[config.mk]
export PLATFORM = sky130hd
export DESIGN_NAME = dfsmz_ram
export DESIGN_NICKNAME = d
export VERILOG_FILES = /design/src/design/dfsmz_ram.sv
export SDC_FILE = /design/constraint.sdc
export NUM_CORES = 2
export LEC_CHECK = 0
export ABC_AREA = 0
export BUFFER_PORTS_ARGS = -buffer_cell sky130_fd_sc_hd__buf_2
export CORE_AREA = 2 2 518 314
export DETAILED_ROUTE_END_ITERATION = 16
export DIE_AREA = 0 0 520 316
export PLACE_DENSITY = 0.68
export SLEW_MARGIN = 30
export SYNTH_ARGS = -nofsm -noshare
export SYNTH_HDL_FRONTEND = slang
export SYNTH_SLANG_ARGS = --single-unit
[constraint.sdc]
create_clock -name clk -period 1.8 [get_ports clk]
set_input_delay 0 -clock clk [delete_from_list [all_inputs] [get_ports clk]]
set_output_delay 0 -clock clk [all_outputs]
set_load 0.005 [all_outputs]
[src/design/dfsmz_ram.sv]
module dfsmz_ram #(
  parameter int WIDTH = 8,
  parameter int DEPTH = 256,
  localparam int AW = (DEPTH > 1) ? $clog2(DEPTH) : 1
) (
  input  logic             clk,
  input  logic             we,
  input  logic [AW-1:0]    waddr,
  input  logic [WIDTH-1:0] wdata,
  input  logic [AW-1:0]    raddr,
  output logic [WIDTH-1:0] rdata
);

  logic [WIDTH-1:0] mem [DEPTH];

  always_ff @(posedge clk) begin
    if (we) begin
      mem[waddr] <= wdata;
    end
    rdata <= mem[raddr];
  end

endmodule

Word-level counts from Yosys, hierarchy flattened
Memory sizes are Yosys's and may differ from the RTL's. A register that Yosys moved wholly into a read port is not among the register bits.
Index checks and enable logic that the tools add are counted.
{"block": "op_classes", "n_eq_ne": 0, "bitwise": 0, "addsub": 0, "n_shift": 0, "div_mod_pow": 0, "mul": 0, "reduce_logical": 0, "n_lt_le_gt_ge": 0, "mux": 2}
{"cell": "$mux 1", "count": 2}
{"block": "totals", "romBits": 0, "latch_bits": 0, "mem_bits_rw": 2048, "n_memories": 1, "inputBits": 26, "out_inout_bits": 8, "reg_bits": 0, "word_cells": 3}
{"name": "mem", "depth": 256, "word_bits": 8, "read_ports": 1, "rd_ports_with_merged_regs": 1, "wr": 1, "line_no": "14", "source": "logic [WIDTH-1:0] mem [DEPTH];"}

Depth between registers and ports, before layout
{"block": "logic_depth", "ltp_word": 2, "depth_mapped": 11, "mapped_depth_nobuf": 6}

Least setup slack after synthesis
OpenSTA, ideal clock, no wires.
{"block": "synth_timing", "path_type": "input port to flip-flop", "from": "input raddr[0]", "to": "register rdata[2], read port of mem", "setup_time_ns": 0.131, "arrival_ns": 1.807, "slack_ns": -0.138, "n_path_buf": 4, "stages": 9, "required_ns": 1.669, "path_cell_list": "buf_6 buf_12 buf_8 buf_2 mux4_2 a22oi_1 a21oi_1 nor4_1 nor4_2"}
{"item": "from (decl)", "line_no": "10", "source": "input logic [AW-1:0] raddr,"}
{"item": "to (decl)", "line_no": "11", "source": "output logic [WIDTH-1:0] rdata"}

==> results.toml <==
[die]
row_count = 114
initial_core_util = 0.498
ios = 34
die_x_um = 520
die_h_um = 316
core_area_um2 = 160000
die_area_um2 = 164000

[clock_tree]
insertion_delay_ps = 830
cts_max_level = 4
cts_made_buffers = 175
clk_path_buf_depth = 3
root_buffer = "clkbuf_16"
clk_pin_slew_ps = 70
cts.sinks = 2056
cts_tree = "built"

[drt]
wirelength_mm = 207
drc = 2
viasPerCell = 6.25
wire_per_inst_um = 30.6
drtIter0Drc = 6765
drtAntennaViolNets = 0
dr.pass1.iters = 14
route.vias.total = 42374

[yosys]
synthMuxAreaShare = 0.146
yosys_register_bits = 2056
synth_ff_type = "edfxtp_1"
synth_edf_count = 2048
syn-instance-count = 3733
synth_top_family_by_area = "multiplexers"
synth_simple_gate_area_frac = 0.0263
synth_async_sr_flop_share = 0
syn_area_per_cell_um2 = 21.3
yosys.cell_types.count = 55
synth_nets = 3759
synthXorXnorAreaFrac = 0
synth_compound_area_frac = 0.0342
synth_fa_ha_area_frac = 0
synth_area_um2 = 79600
yosysWarningCount = 0
yosysSeqAreaShare = 0.775

[worst_setup_path]
crit_fanout = 1
crit_top_cell = "mux4_2"
crit_chain = "mux4_2, mux4_2, nor2b_4, nor4_4, buf_4, nor4_2"
worstPathRequired_ps = 2470
cp-start-kind = "register"
crit_type = "reg -> reg"
worst_path_largest_cell_delay_ps = 550
cpMaxStageDelayCell = "mux4_2"
end_kind = "register"
arrival_ps = 2960

[layout]
drive_gt1_frac = 0.338
area_growth_pct = 18.5
fin_nets = 4501
instances_no_fill = 6776
design_area_um2 = 94300

[hold_path]
hp-class = "in -> reg"

[sta]
hold_viol_final = 0
fmax_mhz = 435
worst_slew_pin_slew_ps = 806
min_period_ps = 2300
final.setup_skew_ps = 44.3
timing.final.ws_setup_ps = -496
rsz0062_at_grt = "true"
max_slew_margin = 0.460
finalCritPeriodShare = 1.28
setup_viol_count_final = 8
drv_slew = 0

[placed_design]
dp_slack_ps = -1360
gp_congestion = 0.893
place_area_um2 = 88000
dp_hpwl_mm = 138
port_buffers = 33
place_inst = 6426

[global_routing]
grt_pass1_wl_mm = 299
grt_overflow_total = 0
antenna_found_initial = 13
grt_use_total = 0.254
grt_pass1_vias = 41383
grt_max_degree = 108

[power]
power_mw = 96.3
p_per_area_nw_per_um2 = 1020
leakage_nw = 30.6
ir_worst_vdd_uv = 1000

[outcome]
violations = "design-rule violations, negative setup slack"
status = "finished, violations left"

[run]
cap_violations = 0
kinds of logic after synthesis:
kind of cell | after synthesis
AO/OA/AOI/OAI | 385
buffers and inverters | 235
flip-flops | 2056
multiplexers | 591
AND/OR/NAND/NOR | 466
registers in the layout, summed over array words and instances, names as in the netlist:
register and cells:
mem 2048, rdata 8
power breakdown:
part	switching, mW	internal [mW]
Combinational	3.46	2.39
Sequential	0.144	52.7
Clock	17.6	20.0
Total	21.2	75.1
worst paths after layout:
path | slack (ps) | endpoint | cells past startpoint | from
min | 90 | mem[21][6] | 6 | waddr[5]
max | -500 | rdata[1] | 6 | mem[83][1]
min reg2reg | 1030 | rdata[3] | 6 | mem[40][3]
max reg2reg | -500 | rdata[1] | 6 | mem[83][1]
timing repair:
action | in CTS | in global routing
setup endpoints to repair | 8 | 162
hold buffers | 20 | 0
hold endpoints to repair | 1918 | 0
gates resized for setup | 52 | 28
pin swaps | 23 | 13
setup buffers | 0 | 1
worst max-delay path: cells and delay by family, from the launching register on:
family	cells	cell delay, ps
mux	2	1060
simple gates	3	540
flops	1	370
buf+inv	1	200
metrics by stage:
stage                     hold WS (ps)   util  TNS (ps)
after floorplan                   98.9      -     -3310
after global placement             416  0.550    -24730
after detailed placement           425  0.550    -23500
after CTS                         12.4  0.589     -6380
after global routing              84.6  0.590     -3580
final                             89.5  0.590     -3210
cell type report:
cell class | count | area, µm²
fillers | 11305 | 65600
diodes | 4 | 10.0
flip-flops and latches | 2056 | 61700
well taps | 2146 | 2690
repair buffers | 798 | 7290
inverters | 2 | 7.51
clock inverters | 113 | 1100
clock buffers | 215 | 4560
multi-input cells | 1442 | 17000
cells in the mapped netlist (3+ instances only):
library cell / instances / area [µm²]
and2_1: 6 / 37.5
dfxtp_1: 8 / 160
buf_2: 31 / 155
or2_2: 4 / 25.0
nand2_1: 33 / 124
a221oi_1: 13 / 114
o211ai_1: 10 / 75.1
mux2i_1: 134 / 1340
buf_4: 27 / 203
nand4_1: 10 / 62.6
nor4_1: 24 / 150
o32ai_1: 4 / 35.0
o22a_1: 5 / 43.8
clkbuf_1: 111 / 417
edfxtp_1: 2048 / 61500
buf_12: 8 / 160
o22ai_1: 28 / 175
nor3_1: 22 / 110
buf_8: 13 / 195
nor2_1: 282 / 1060
a22oi_1: 133 / 998
a21oi_1: 96 / 480
a211oi_1: 16 / 120
nor2b_1: 31 / 194
a22o_1: 8 / 70.1
nor4_2: 3 / 37.5
buf_1: 22 / 82.6
buf_6: 21 / 236
o21ai_0: 10 / 50.1
nand3_1: 34 / 170
mux4_2: 454 / 10200
nand2b_1: 8 / 50.1
o221ai_1: 46 / 403
cells in the final DEF (no fill, tap or decap), types with 38 or more instances in the layout:
cell type	n
a22oi_1	133
clkbuf_16	175
mux2i_1	134
clkinv_2	38
nor2_1	269
o221ai_1	44
buf_4	645
a21oi_1	94
clkinv_1	43
mux4_2	454
buf_12	97
edfxtp_1	2048
per-layer routing:
layer  share of wire  up-vias  global-route usage
met4           0.019        4              0.0532
li1                -    17168                   -
met3            0.14      275              0.0616
met2            0.42     2756               0.349
met5         0.00016        -                   0
met1            0.43    22171               0.413
Note: power is estimated with default switching activity, not from simulation.
